## src/rtl/dtl_pkg.sv

```systemverilog
// ----------------------------------------------------------------------------
// dtl_pkg
// Types, widths and constants shared by the drop-tail link timing block.
// ----------------------------------------------------------------------------
package dtl_pkg;

   localparam int NOW_W      = 48;
   localparam int LEN_W      = 16;
   localparam int DRAW_W     = 16;
   localparam int VERDICT_W  = 2;
   localparam int CFG_W      = 32;
   localparam int THRESH_W   = 17;
   localparam int CSR_IDX_W  = 2;
   localparam int CSR_DATA_W = 32;

   // Wire time numerator: (65535 + 32) * 1000000 stays below 2^36.
   localparam int NUM_W = 36;
   localparam int DEN_W = 32;
   localparam int CNT_W = $clog2(NUM_W + 1);

   localparam logic [LEN_W:0]     OVERHEAD_BYTES = (LEN_W + 1)'(32);
   localparam logic [19:0]        US_PER_SEC     = 20'd1000000;
   localparam logic [NOW_W-1:0]   FINISH_MAX     = {NOW_W{1'b1}};

   localparam logic [CFG_W-1:0]    DELAY_RESET  = '0;
   localparam logic [CFG_W-1:0]    QLIMIT_RESET = '0;
   localparam logic [CFG_W-1:0]    RATE_RESET   = CFG_W'(125000);
   localparam logic [THRESH_W-1:0] THRESH_RESET = '0;

   typedef enum logic [VERDICT_W-1:0] {
      VERDICT_SCHEDULED = 2'd0,
      VERDICT_LOST      = 2'd1,
      VERDICT_TAILDROP  = 2'd2
   } verdict_type;

   typedef enum logic [CSR_IDX_W-1:0] {
      CSR_DELAY  = 2'd0,
      CSR_QLIMIT = 2'd1,
      CSR_RATE   = 2'd2,
      CSR_THRESH = 2'd3
   } csr_index_type;

   typedef enum logic [2:0] {
      ST_IDLE,
      ST_PREP,
      ST_CHECK,
      ST_DROP,
      ST_DIV,
      ST_SUM,
      ST_FIN
   } state_type;

   typedef struct packed {
      logic             start;
      logic [NUM_W-1:0] num;
      logic [DEN_W-1:0] den;
   } div_req_type;

   typedef struct packed {
      logic             done;
      logic [NUM_W-1:0] quot;
   } div_rsp_type;

endpackage

```

## src/rtl/dtl_if.sv

```systemverilog
// ----------------------------------------------------------------------------
// dtl_if
// Valid/ready channels of the drop-tail link timing block.
// ----------------------------------------------------------------------------
interface dtl_req_if import dtl_pkg::*; ();
   logic              valid;
   logic              ready;
   logic [NOW_W-1:0]  now_us;
   logic [LEN_W-1:0]  payload_bytes;
   logic [DRAW_W-1:0] loss_draw;

   modport source (output valid, now_us, payload_bytes, loss_draw, input ready);
   modport sink   (input valid, now_us, payload_bytes, loss_draw, output ready);
endinterface

interface dtl_rsp_if import dtl_pkg::*; ();
   logic                 valid;
   logic                 ready;
   logic [VERDICT_W-1:0] verdict;
   logic [NOW_W-1:0]     finish_us;

   modport source (output valid, verdict, finish_us, input ready);
   modport sink   (input valid, verdict, finish_us, output ready);
endinterface

interface dtl_csr_if import dtl_pkg::*; ();
   logic                  valid;
   logic                  ready;
   logic [CSR_IDX_W-1:0]  index;
   logic [CSR_DATA_W-1:0] data;

   modport source (output valid, index, data, input ready);
   modport sink   (input valid, index, data, output ready);
endinterface

```

## src/rtl/drop_tail_link_timing.sv

```systemverilog
// Order: an accepted packet passes the prepare and check states; a lost packet then goes
// to the finish state, a tail-dropped one through the drop state, and a scheduled one
// through the drop, divide and sum states; a waiting result adds its stall time.
// One packet is handled at a time; the serial wire-time divider is its longest step.
// Reset: synchronous, clears the link finish time to zero and loads the
// register defaults (rate 125000 bytes per second, all others zero).
// ----------------------------------------------------------------------------
// drop_tail_link_timing
// Per-packet timing of one direction of an emulated drop-tail link.
// ----------------------------------------------------------------------------
module drop_tail_link_timing import dtl_pkg::*; (
   input  logic     clock,
   input  logic     reset,
   dtl_req_if.sink  req,
   dtl_rsp_if.source rsp,
   dtl_csr_if.sink  csr
);

   // Configuration registers
   logic [CFG_W-1:0]    delay_ff;
   logic [CFG_W-1:0]    qlimit_ff;
   logic [CFG_W-1:0]    rate_ff;
   logic [THRESH_W-1:0] thresh_ff;

   // Link state
   logic [NOW_W-1:0] last_finish_ff;

   // Packet datapath
   logic [NOW_W-1:0]  now_ff;
   logic [LEN_W-1:0]  len_ff;
   logic [DRAW_W-1:0] draw_ff;
   logic [NOW_W:0]    nominal_ff;
   logic              lost_ff;
   logic [NUM_W-1:0]  num_ff;
   logic [NOW_W:0]    start_ff;
   logic [NOW_W-1:0]  wait_ff;
   verdict_type       verdict_ff;
   logic [NOW_W-1:0]  finish_ff;

   // Result register
   logic                 rsp_valid_ff;
   logic [VERDICT_W-1:0] rsp_verdict_ff;
   logic [NOW_W-1:0]     rsp_finish_ff;

   state_type state_ff;
   state_type state_in;

   logic        req_take;
   logic        load_out;
   logic        div_start;
   logic        drop;
   logic        later;
   logic [LEN_W:0]    len_ext;
   logic [NUM_W:0]    product;
   logic [NOW_W+1:0]  finish_sum;
   div_req_type div_req;
   div_rsp_type div_rsp;

   assign req_take   = req.valid && req.ready;
   assign drop       = {{(NOW_W-CFG_W){1'b0}}, qlimit_ff} < wait_ff;
   assign later      = {1'b0, last_finish_ff} > nominal_ff;
   assign len_ext    = {1'b0, len_ff} + OVERHEAD_BYTES;
   assign product    = (NUM_W+1)'(len_ext) * (NUM_W+1)'(US_PER_SEC);
   assign finish_sum = (NOW_W+2)'(start_ff) + (NOW_W+2)'(div_rsp.quot);

   // A zero rate divides as one byte per second.
   assign div_req.start = div_start;
   assign div_req.num   = num_ff;
   assign div_req.den   = (rate_ff == '0) ? DEN_W'(1) : rate_ff;

   dtl_div u_div (
      .clock   (clock),
      .reset   (reset),
      .div_req (div_req),
      .div_rsp (div_rsp)
   );

   // Register writes are always taken.
   assign csr.ready = 1'b1;

   always_ff @(posedge clock) begin
      if (reset) begin
         delay_ff  <= DELAY_RESET;
         qlimit_ff <= QLIMIT_RESET;
         rate_ff   <= RATE_RESET;
         thresh_ff <= THRESH_RESET;
      end else if (csr.valid) begin
         unique case (csr_index_type'(csr.index))
            CSR_DELAY:  delay_ff  <= csr.data;
            CSR_QLIMIT: qlimit_ff <= csr.data;
            CSR_RATE:   rate_ff   <= csr.data;
            CSR_THRESH: thresh_ff <= csr.data[THRESH_W-1:0];
            default:    ;
         endcase
      end
   end

   always_ff @(posedge clock) begin
      if (reset) begin
         state_ff <= ST_IDLE;
      end else begin
         state_ff <= state_in;
      end
   end

   always_comb begin
      state_in  = state_ff;
      req.ready = 1'b0;
      div_start = 1'b0;
      load_out  = 1'b0;
      unique case (state_ff)
         ST_IDLE: begin
            req.ready = 1'b1;
            if (req.valid) begin
               state_in = ST_PREP;
            end
         end
         ST_PREP: begin
            state_in = ST_CHECK;
         end
         ST_CHECK: begin
            state_in = lost_ff ? ST_FIN : ST_DROP;
         end
         ST_DROP: begin
            if (drop) begin
               state_in = ST_FIN;
            end else begin
               div_start = 1'b1;
               state_in  = ST_DIV;
            end
         end
         ST_DIV: begin
            if (div_rsp.done) begin
               state_in = ST_SUM;
            end
         end
         ST_SUM: begin
            state_in = ST_FIN;
         end
         ST_FIN: begin
            // The result register may still hold the previous transaction.
            if (!rsp_valid_ff || rsp.ready) begin
               load_out = 1'b1;
               state_in = ST_IDLE;
            end
         end
         default: begin
            state_in = ST_IDLE;
         end
      endcase
   end

   always_ff @(posedge clock) begin
      if (req_take) begin
         now_ff  <= req.now_us;
         len_ff  <= req.payload_bytes;
         draw_ff <= req.loss_draw;
      end
      if (state_ff == ST_PREP) begin
         nominal_ff <= (NOW_W+1)'(now_ff) + (NOW_W+1)'(delay_ff);
         lost_ff    <= (thresh_ff != '0) && ({1'b0, draw_ff} <= thresh_ff);
         num_ff     <= product[NUM_W-1:0];
      end
      if (state_ff == ST_CHECK) begin
         start_ff   <= later ? {1'b0, last_finish_ff} : nominal_ff;
         wait_ff    <= later ? NOW_W'({1'b0, last_finish_ff} - nominal_ff) : '0;
         verdict_ff <= VERDICT_LOST;
         finish_ff  <= '0;
      end
      if (state_ff == ST_DROP) begin
         verdict_ff <= drop ? VERDICT_TAILDROP : VERDICT_SCHEDULED;
      end
      if (state_ff == ST_SUM) begin
         finish_ff <= (finish_sum > (NOW_W+2)'(FINISH_MAX)) ?
                      FINISH_MAX : finish_sum[NOW_W-1:0];
      end
      if (load_out) begin
         rsp_verdict_ff <= verdict_ff;
         rsp_finish_ff  <= finish_ff;
      end
   end

   always_ff @(posedge clock) begin
      if (reset) begin
         rsp_valid_ff   <= 1'b0;
         last_finish_ff <= '0;
      end else begin
         if (load_out) begin
            rsp_valid_ff <= 1'b1;
         end else if (rsp.ready) begin
            rsp_valid_ff <= 1'b0;
         end
         if (load_out && verdict_ff == VERDICT_SCHEDULED) begin
            last_finish_ff <= finish_ff;
         end
      end
   end

   assign rsp.valid     = rsp_valid_ff;
   assign rsp.verdict   = rsp_verdict_ff;
   assign rsp.finish_us = rsp_finish_ff;

endmodule

```

## src/rtl/dtl_div.sv

```systemverilog
// ----------------------------------------------------------------------------
// dtl_div
// Restoring serial divider, one quotient bit per cycle.
// ----------------------------------------------------------------------------
module dtl_div import dtl_pkg::*; (
   input  logic        clock,
   input  logic        reset,
   input  div_req_type div_req,
   output div_rsp_type div_rsp
);

   logic             busy_ff;
   logic             done_ff;
   logic [CNT_W-1:0] cnt_ff;
   logic [DEN_W-1:0] rem_ff;
   logic [DEN_W-1:0] den_ff;
   logic [NUM_W-1:0] work_ff;

   logic [DEN_W:0]   rem_shift;
   logic             fits;
   logic [DEN_W:0]   rem_diff;

   // The remainder is always below the divisor, so after the shift it
   // needs one extra bit and after the subtract it fits again.
   assign rem_shift = {rem_ff, work_ff[NUM_W-1]};
   assign fits      = rem_shift >= {1'b0, den_ff};
   assign rem_diff  = rem_shift - {1'b0, den_ff};

   always_ff @(posedge clock) begin
      if (reset) begin
         busy_ff <= 1'b0;
         done_ff <= 1'b0;
         cnt_ff  <= '0;
      end else begin
         done_ff <= 1'b0;
         if (div_req.start) begin
            busy_ff <= 1'b1;
            cnt_ff  <= CNT_W'(NUM_W);
         end else if (busy_ff) begin
            cnt_ff <= cnt_ff - CNT_W'(1);
            if (cnt_ff == CNT_W'(1)) begin
               busy_ff <= 1'b0;
               done_ff <= 1'b1;
            end
         end
      end
   end

   always_ff @(posedge clock) begin
      if (div_req.start) begin
         rem_ff  <= '0;
         den_ff  <= div_req.den;
         work_ff <= div_req.num;
      end else if (busy_ff) begin
         rem_ff  <= fits ? rem_diff[DEN_W-1:0] : rem_shift[DEN_W-1:0];
         work_ff <= {work_ff[NUM_W-2:0], fits};
      end
   end

   assign div_rsp.done = done_ff;
   assign div_rsp.quot = work_ff;

endmodule

```

## src/flat_wrapper.sv

```systemverilog
// flat-port wrapper written by rule: the top's interface ports become plain ports
module drop_tail_link_timing_flat import dtl_pkg::*;
  (clock, reset, req_valid, req_now_us, req_payload_bytes, req_loss_draw, req_ready, rsp_valid, rsp_verdict, rsp_finish_us, rsp_ready, csr_valid, csr_index, csr_data, csr_ready);
  dtl_req_if req_i ();
  dtl_rsp_if rsp_i ();
  dtl_csr_if csr_i ();
  input  logic clock;
  input  logic reset;
  input wire logic [$bits(req_i.valid)-1:0] req_valid;
  input wire logic [$bits(req_i.now_us)-1:0] req_now_us;
  input wire logic [$bits(req_i.payload_bytes)-1:0] req_payload_bytes;
  input wire logic [$bits(req_i.loss_draw)-1:0] req_loss_draw;
  output wire logic [$bits(req_i.ready)-1:0] req_ready;
  output wire logic [$bits(rsp_i.valid)-1:0] rsp_valid;
  output wire logic [$bits(rsp_i.verdict)-1:0] rsp_verdict;
  output wire logic [$bits(rsp_i.finish_us)-1:0] rsp_finish_us;
  input wire logic [$bits(rsp_i.ready)-1:0] rsp_ready;
  input wire logic [$bits(csr_i.valid)-1:0] csr_valid;
  input wire logic [$bits(csr_i.index)-1:0] csr_index;
  input wire logic [$bits(csr_i.data)-1:0] csr_data;
  output wire logic [$bits(csr_i.ready)-1:0] csr_ready;
  assign req_i.valid = req_valid;
  assign req_i.now_us = req_now_us;
  assign req_i.payload_bytes = req_payload_bytes;
  assign req_i.loss_draw = req_loss_draw;
  assign req_ready = req_i.ready;
  assign rsp_valid = rsp_i.valid;
  assign rsp_verdict = rsp_i.verdict;
  assign rsp_finish_us = rsp_i.finish_us;
  assign rsp_i.ready = rsp_ready;
  assign csr_i.valid = csr_valid;
  assign csr_i.index = csr_index;
  assign csr_i.data = csr_data;
  assign csr_ready = csr_i.ready;
  drop_tail_link_timing u_core (.clock(clock), .reset(reset), .req(req_i), .rsp(rsp_i), .csr(csr_i));
endmodule
```

## config.mk

```make
export PLATFORM = sky130hd
export DESIGN_NAME = drop_tail_link_timing_flat
export DESIGN_NICKNAME = d
export VERILOG_FILES = /design/src/rtl/dtl_pkg.sv /design/src/rtl/dtl_if.sv /design/src/rtl/drop_tail_link_timing.sv /design/src/rtl/dtl_div.sv /design/src/flat_wrapper.sv
export SDC_FILE = /design/constraint.sdc
export NUM_CORES = 2
export LEC_CHECK = 0
export BUFFER_PORTS_ARGS = -buffer_cell sky130_fd_sc_hd__buf_2
export CORE_MARGIN = 3
export CORE_UTILIZATION = 58
export CTS_BUF_LIST = sky130_fd_sc_hd__clkbuf_4 sky130_fd_sc_hd__clkbuf_8
export CTS_CLUSTER_DIAMETER = 60
export DETAILED_ROUTE_END_ITERATION = 12
export PLACE_DENSITY = 0.85
export SETUP_SLACK_MARGIN = 0.2
export SYNTH_ARGS = -nofsm -noshare
export SYNTH_HDL_FRONTEND = slang
export SYNTH_SLANG_ARGS = --single-unit
```

## constraint.sdc

```tcl
create_clock -name clock -period 5.7 [get_ports clock]
set_input_delay 0.285 -clock clock [delete_from_list [all_inputs] [get_ports clock]]
set_output_delay 0.285 -clock clock [all_outputs]
set_load 0.1 [all_outputs]
```

After elaboration in Yosys (flattened, before gate mapping)
Cells that the tools add are included.
Word-level totals
  flip-flop bits (word level): 630
  input bits: 119
  output and inout bits: 53
  logic and storage cells: 104
Operators by class
  add/subtract/negate cells: 6
  multipliers: 1
  $lt $le $gt $ge: 5
  eq/ne operators: 13
  muxes and demuxes: 29
  bitwise logic cells: 1
  reductions and logical operators: 21
Operator list (count)
  $mux W48: 4
  $mux W36: 2
  $add A49 B36 Y50: 1
  $gt A50 B48 Y1 const B: 1
  $add A48 B32 Y49: 1
  $gt A48 B49 Y1: 1
  $lt A32 B48 Y1: 1
  $sub A48 B48 Y48: 1
  $ge A33 B32 Y1: 1
  $logic_not A32 Y1: 1
  $mux W32: 1
  $sub A32 B32 Y32: 1
  $mul A17 B14 Y30 const B: 1
  $pmux W3 S7: 1
  $add A16 B6 Y17 const B: 1
  $le A16 B17 Y1: 1
  $reduce_bool A17 Y1: 1
  $mux W3: 4
  $mux W6: 2
  $mux W1: 11
  $eq A3 B3 Y1 const B: 3
  $mux W2: 4
  $reduce_and A2 Y1: 4
  $reduce_bool A2 Y1: 4
  other kinds (17): 23

Longest topological paths before layout
  word-level depth: 5
  depth in mapped cells: 24
  gate-level depth less buffers: 24

Hierarchy
Synthesis repeated with hierarchy kept, for this count alone.
Unflattened totals
  cells, all modules: 3534
  area, all modules: 36099.6 um2
By module, submodules not included
  drop_tail_link_timing: times used 1, cells each 2907, area each 29809.8 um2, seq. area each 14023.4 um2
  dtl_div: times used 1, cells each 627, area each 6289.8 um2, seq. area each 2842.7 um2

Worst setup path before layout
No wires, ideal clock.
  path type: flip-flop to flip-flop
  start: reg u_core.len_ff[6]
  end: reg u_core.num_ff[35], data pin
  library setup time: 0.259 ns
  arrival: 5.473 ns
  required time: 5.441 ns
  slack: -0.032 ns
  stages on the path, launching flop included: 24
  buffers on the path: 0
  period minus slack after synthesis: 5.732 ns
  cell sequence: edfxtp_1 > ha_1 > xnor2_1 > inv_1 > ha_1 > fa_1 > fa_1 > ha_1 > xnor2_1 > ha_1 > inv_1 > fa_1 > inv_1 > ha_1 > inv_1 > o21ai_0 > a21oi_1 > o21ai_0 > a211oi_1 > o21ai_0 > a21oi_1 > o21ai_0 > a21oi_1 > xnor2_1
Between the ends
  cells in the longest elaborated chain, start to end: 2
Ends and longest elaborated chain
  from (decl): line drop_tail_link_timing.sv:30  | logic [LEN_W-1:0] len_ff;
  from (signal assigned): line drop_tail_link_timing.sv:156  | len_ff <= req.payload_bytes;
  $add A16 B6 Y17: line drop_tail_link_timing.sv:62  | assign len_ext = {1'b0, len_ff} + OVERHEAD_BYTES;
  $mul A17 B14 Y30: line drop_tail_link_timing.sv:63  | assign product = (NUM_W+1)'(len_ext) * (NUM_W+1)'(US_PER_SEC);
  net u_core.product[35]: line drop_tail_link_timing.sv:54  | logic [NUM_W:0] product;
  to (signal assigned): line drop_tail_link_timing.sv:162  | num_ff <= product[NUM_W-1:0];
  to (decl): line drop_tail_link_timing.sv:34  | logic [NUM_W-1:0] num_ff;
The timed path passes the listed nets, and every way through them passes these cells.
A chain may end at the register's enable or synchronous reset.

Worst setup path after layout
  start: reg u_core.len_ff[8]
  end: reg u_core.num_ff[34], data pin
The elaborated chain is that of the path after synthesis.

==> impl_metrics.env <==
export IMPL_synth_nets=3957
export IMPL_synthArstFlopShare_pct=0
export IMPL_synthToLayoutAreaGrowth_pct=17.1
export IMPL_io_pins=172
export IMPL_drtIter0Drc=2595
export IMPL_drv_slew=0
export IMPL_grt_pass1_wl_mm=146
export IMPL_die_height_microns=254
export IMPL_min_from="reset"
export IMPL_finalClockSkew_ns=0.0463
export IMPL_core_area_sq_mm=0.0606
export IMPL_grt_usage_pct=28.7
export IMPL_synthMuxAreaShare_pct=2.95
export IMPL_drive_gt1_share_pct=15.9
export IMPL_worst_slew_pin_slew_ns=1.25
export IMPL_criticalPathCategory="reg -> reg"
export IMPL_p_clk_share_pct=17.1
export IMPL_p_int_mw=16.7
export IMPL_vias=28200
export IMPL_dieArea_sq_mm=0.0645
export IMPL_row_count=90
export IMPL_wl_per_cell_microns=20.6
export IMPL_die_w_microns=254
export IMPL_synth_ff_type="edfxtp_1"
export IMPL_grt_use_met1_pct=36.4
export IMPL_syn_area_sq_mm=0.0357
export IMPL_grt_pass1_vias=27400
export IMPL_synth_seq_cells=630
export IMPL_io_buffer_count=170
export IMPL_yosys_area_share_simple_pct=12.0
export IMPL_synthXorXnorAreaFrac_pct=5.01
export IMPL_crit_path_start_kind="flip-flop"
export IMPL_drt_total_wl_mm=96.4
export IMPL_synth_compound_area_share_pct=14.4
export IMPL_slew_headroom_pct=16.7
export IMPL_swShare_pct=40.8
export IMPL_max_freq_mhz=179
export IMPL_ys_warn_count=0
export IMPL_cap_viol_max_count=0
export IMPL_gr_usage_met3_pct=5.37
export IMPL_busiest_layer="met2"
export IMPL_synth_cell_types=88
export IMPL_final_net_count=4280
export IMPL_cts_root_buf="clkbuf_8"
export IMPL_status="finished, final reports clean"
export IMPL_cts_buffer_depth=3
export IMPL_rsz0062_at_grt="true"
export IMPL_power_leakage_nw=17.2
export IMPL_post_route_drc_count=0
export IMPL_fin_hold_ws_ns=0.212
export IMPL_holdCritPathClass="in -> reg"
export IMPL_place_hpwl_mm=62.8
export IMPL_via_per_inst=6.02
export IMPL_place_gp_congestion=0.939
export IMPL_path_max_fanout=5
export IMPL_final_util_pct=68.9
export IMPL_cp_end_kind="flip-flop"
export IMPL_synth_edf_count=425
export IMPL_startpoint="u_core.len_ff[8]$_DFFE_PP_"
export IMPL_setup_violations=0
export IMPL_combPwrFrac_pct=59.1
export IMPL_worstReg2RegStart="u_core.len_ff[8]$_DFFE_PP_"
export IMPL_ir_drop_mv=1.90
export IMPL_critPathRequiredTime_ns=6.14
export IMPL_pwr_density_cell_mw_per_mm2=674
export IMPL_netlist_instances=3484
export IMPL_worstPathArrival_ns=6.03
export IMPL_cts_buffers=102
export IMPL_start_util_pct=58.9
export IMPL_insertion_delay_ns=0.72
export IMPL_antenna_found_initial=2
export IMPL_min_period_ns=5.58
export IMPL_first_pass_iters=6
export IMPL_p_sw_mw=11.5
export IMPL_grt_start_max_net_pins=89
export IMPL_fin_crit_sh_pct=98.0
export IMPL_seqPwrFrac_pct=23.9
export IMPL_synthAdderAreaFrac_pct=13.6
export IMPL_gr_total_overflow=0
export IMPL_synth_top_family_by_area="compound AO/OA/AOI/OAI gates"
export IMPL_postRouteAntennaNets=0
export IMPL_clk_pin_slew_worst_paths_ns=0.07
export IMPL_hold_viol_final=0
export IMPL_yosysSeqAreaShare_pct=47.3
export IMPL_cts_max_level=3
export IMPL_clkSinkCount=630
export IMPL_met2_usage_pct=47.6
export IMPL_tritoncts="built"
export IMPL_synth_area_per_cell_sq_um=10.2
-- kinds of logic after synthesis --
logic type / count (synthesis)
and+or+nand+nor: 960
AOI/OAI and AO/OA: 816
muxes: 92
xor gates and xnor gates: 204
adders and majority gates: 354
DFF: 630
other: 1
buffers and inverters: 427
-- sequential cells by signal, indices dropped and copies added, names as in the netlist, 17 cells and up --
register	cells
u_core.u_div.den_ff	32
u_core.nominal_ff	49
u_core.last_finish_ff	48
u_core.qlimit_ff	32
u_core.rsp.finish_us	48
u_core.wait_ff	48
u_core.u_div.work_ff	36
u_core.delay_ff	32
u_core.start_ff	49
u_core.rate_ff	32
u_core.num_ff	30
u_core.finish_ff	48
u_core.u_div.rem_ff	32
u_core.now_ff	48
u_core.thresh_ff	17
-- metrics by stage --
stage / setup WS [ns] / total power, mW / cells / instance area (sq um) / setup TNS (ns)
floorplan: 0.192 / 15.7 / 3484 / 35700 / 0
global placement: 0.0331 / 18.0 / 4345 / 37400 / 0
detailed placement: -0.0867 / 18.5 / 4345 / 37400 / -0.182
CTS: 0.196 / 24.2 / 4657 / 41200 / 0
global route: -0.0452 / 29.7 / 4679 / 41800 / -0.0631
finish: 0.116 / 28.2 / 4680 / 41800 / 0
-- layer usage --
layer  up-vias  wire [microns]
met5         -               0
met4         0            5160
met3       362            7590
met2      1344           45900
met1     13500           37700
li1      13000               -
-- power groups by stage --
stage	logic, mW	registers [mW]	clock network, mW
final	16.6	6.72	4.81
after floorplan	8.96	6.75	0
after CTS	12.7	6.69	4.81
after global routing	17.9	6.76	5.03
after detailed placement	11.7	6.78	0
after global placement	11.2	6.76	0
-- worst paths after layout --
path | endpoint | slack (ns) | cells past startpoint
min | u_core.state_ff[2]$_SDFFE_PP0P_ | 0.21 | 2
max reg2reg | u_core.num_ff[34]$_DFFE_PP_ | 0.12 | 23
max | u_core.num_ff[34]$_DFFE_PP_ | 0.12 | 23
min reg2reg | u_core.rsp.finish_us[39]$_DFFE_PP_ | 0.44 | 0
-- timing repair --
action / in CTS / in global routing
resized for setup: 23 / 70
hold endpoints to repair: 195 / 0
hold buffers: 114 / 0
buffers inserted: 5 / 21
pin swaps: 8 / 43
endpoints found under the setup margin: 6 / 7
-- final cells by class --
class                           count  area, sq um
Sequential cell                   630        16900
Clock buffer                      142         1820
Multi-Input combinational cell   2427        17700
Antenna cell                        2         5.00
Timing Repair Buffer              366         2650
Tap cell                          782          978
Inverter                          280         1060
Clock inverter                     51          687
Fill cell                        4073        18800
-- worst max-delay path, stage by stage (launching register included) --
cell	delay, ns
edfxtp_1	0.51
buf_4	0.21
xnor2_2	0.15
buf_4	0.14
and2_1	0.16
nor2_1	0.14
fa_1	0.46
fa_1	0.51
inv_1	0.06
fa_1	0.50
inv_2	0.05
ha_4	0.26
inv_2	0.03
fa_1	0.50
inv_2	0.05
ha_4	0.32
nand3_4	0.08
nor4_4	0.39
o31ai_4	0.13
o21ai_2	0.19
a21oi_2	0.09
o21bai_1	0.16
a21oi_1	0.10
xnor2_1	0.12
-- cells in the final DEF, fill, tap and decap left out, drive strengths merged, types with 79 or more instances in the layout --
master and n:
clkbuf 142, ha 300, mux2 79, nand2 485
dfxtp 205, inv 281, a21oi 391, o21ai 107
nor2 189, buf 252, xnor2 129, a21o 82
edfxtp 425, dlygate4sd3 114
-- Yosys cell counts (all sizes together) (13+ instances only) --
cell,instances,area [sq um]
a211oi,25,188
a21o,82,616
a21oi,391,1980
a31oi,22,159
and3,25,156
buf,30,214
clkbuf,117,443
dfxtp,205,4100
edfxtp,425,12800
fa,54,1080
ha,300,3750
inv,279,1050
mux2,79,923
mux2i,13,130
nand2,485,1820
nand2b,26,163
nand3,40,200
nand4,40,250
nor2,189,709
nor2b,23,144
nor3,43,220
nor4,24,156
o211a,23,230
o211ai,25,188
o21a,32,248
o21ai,107,536
o21bai,26,195
or3,15,93.8
xnor2,129,1130
xor2,75,657
(Power assumes the default switching activity.)
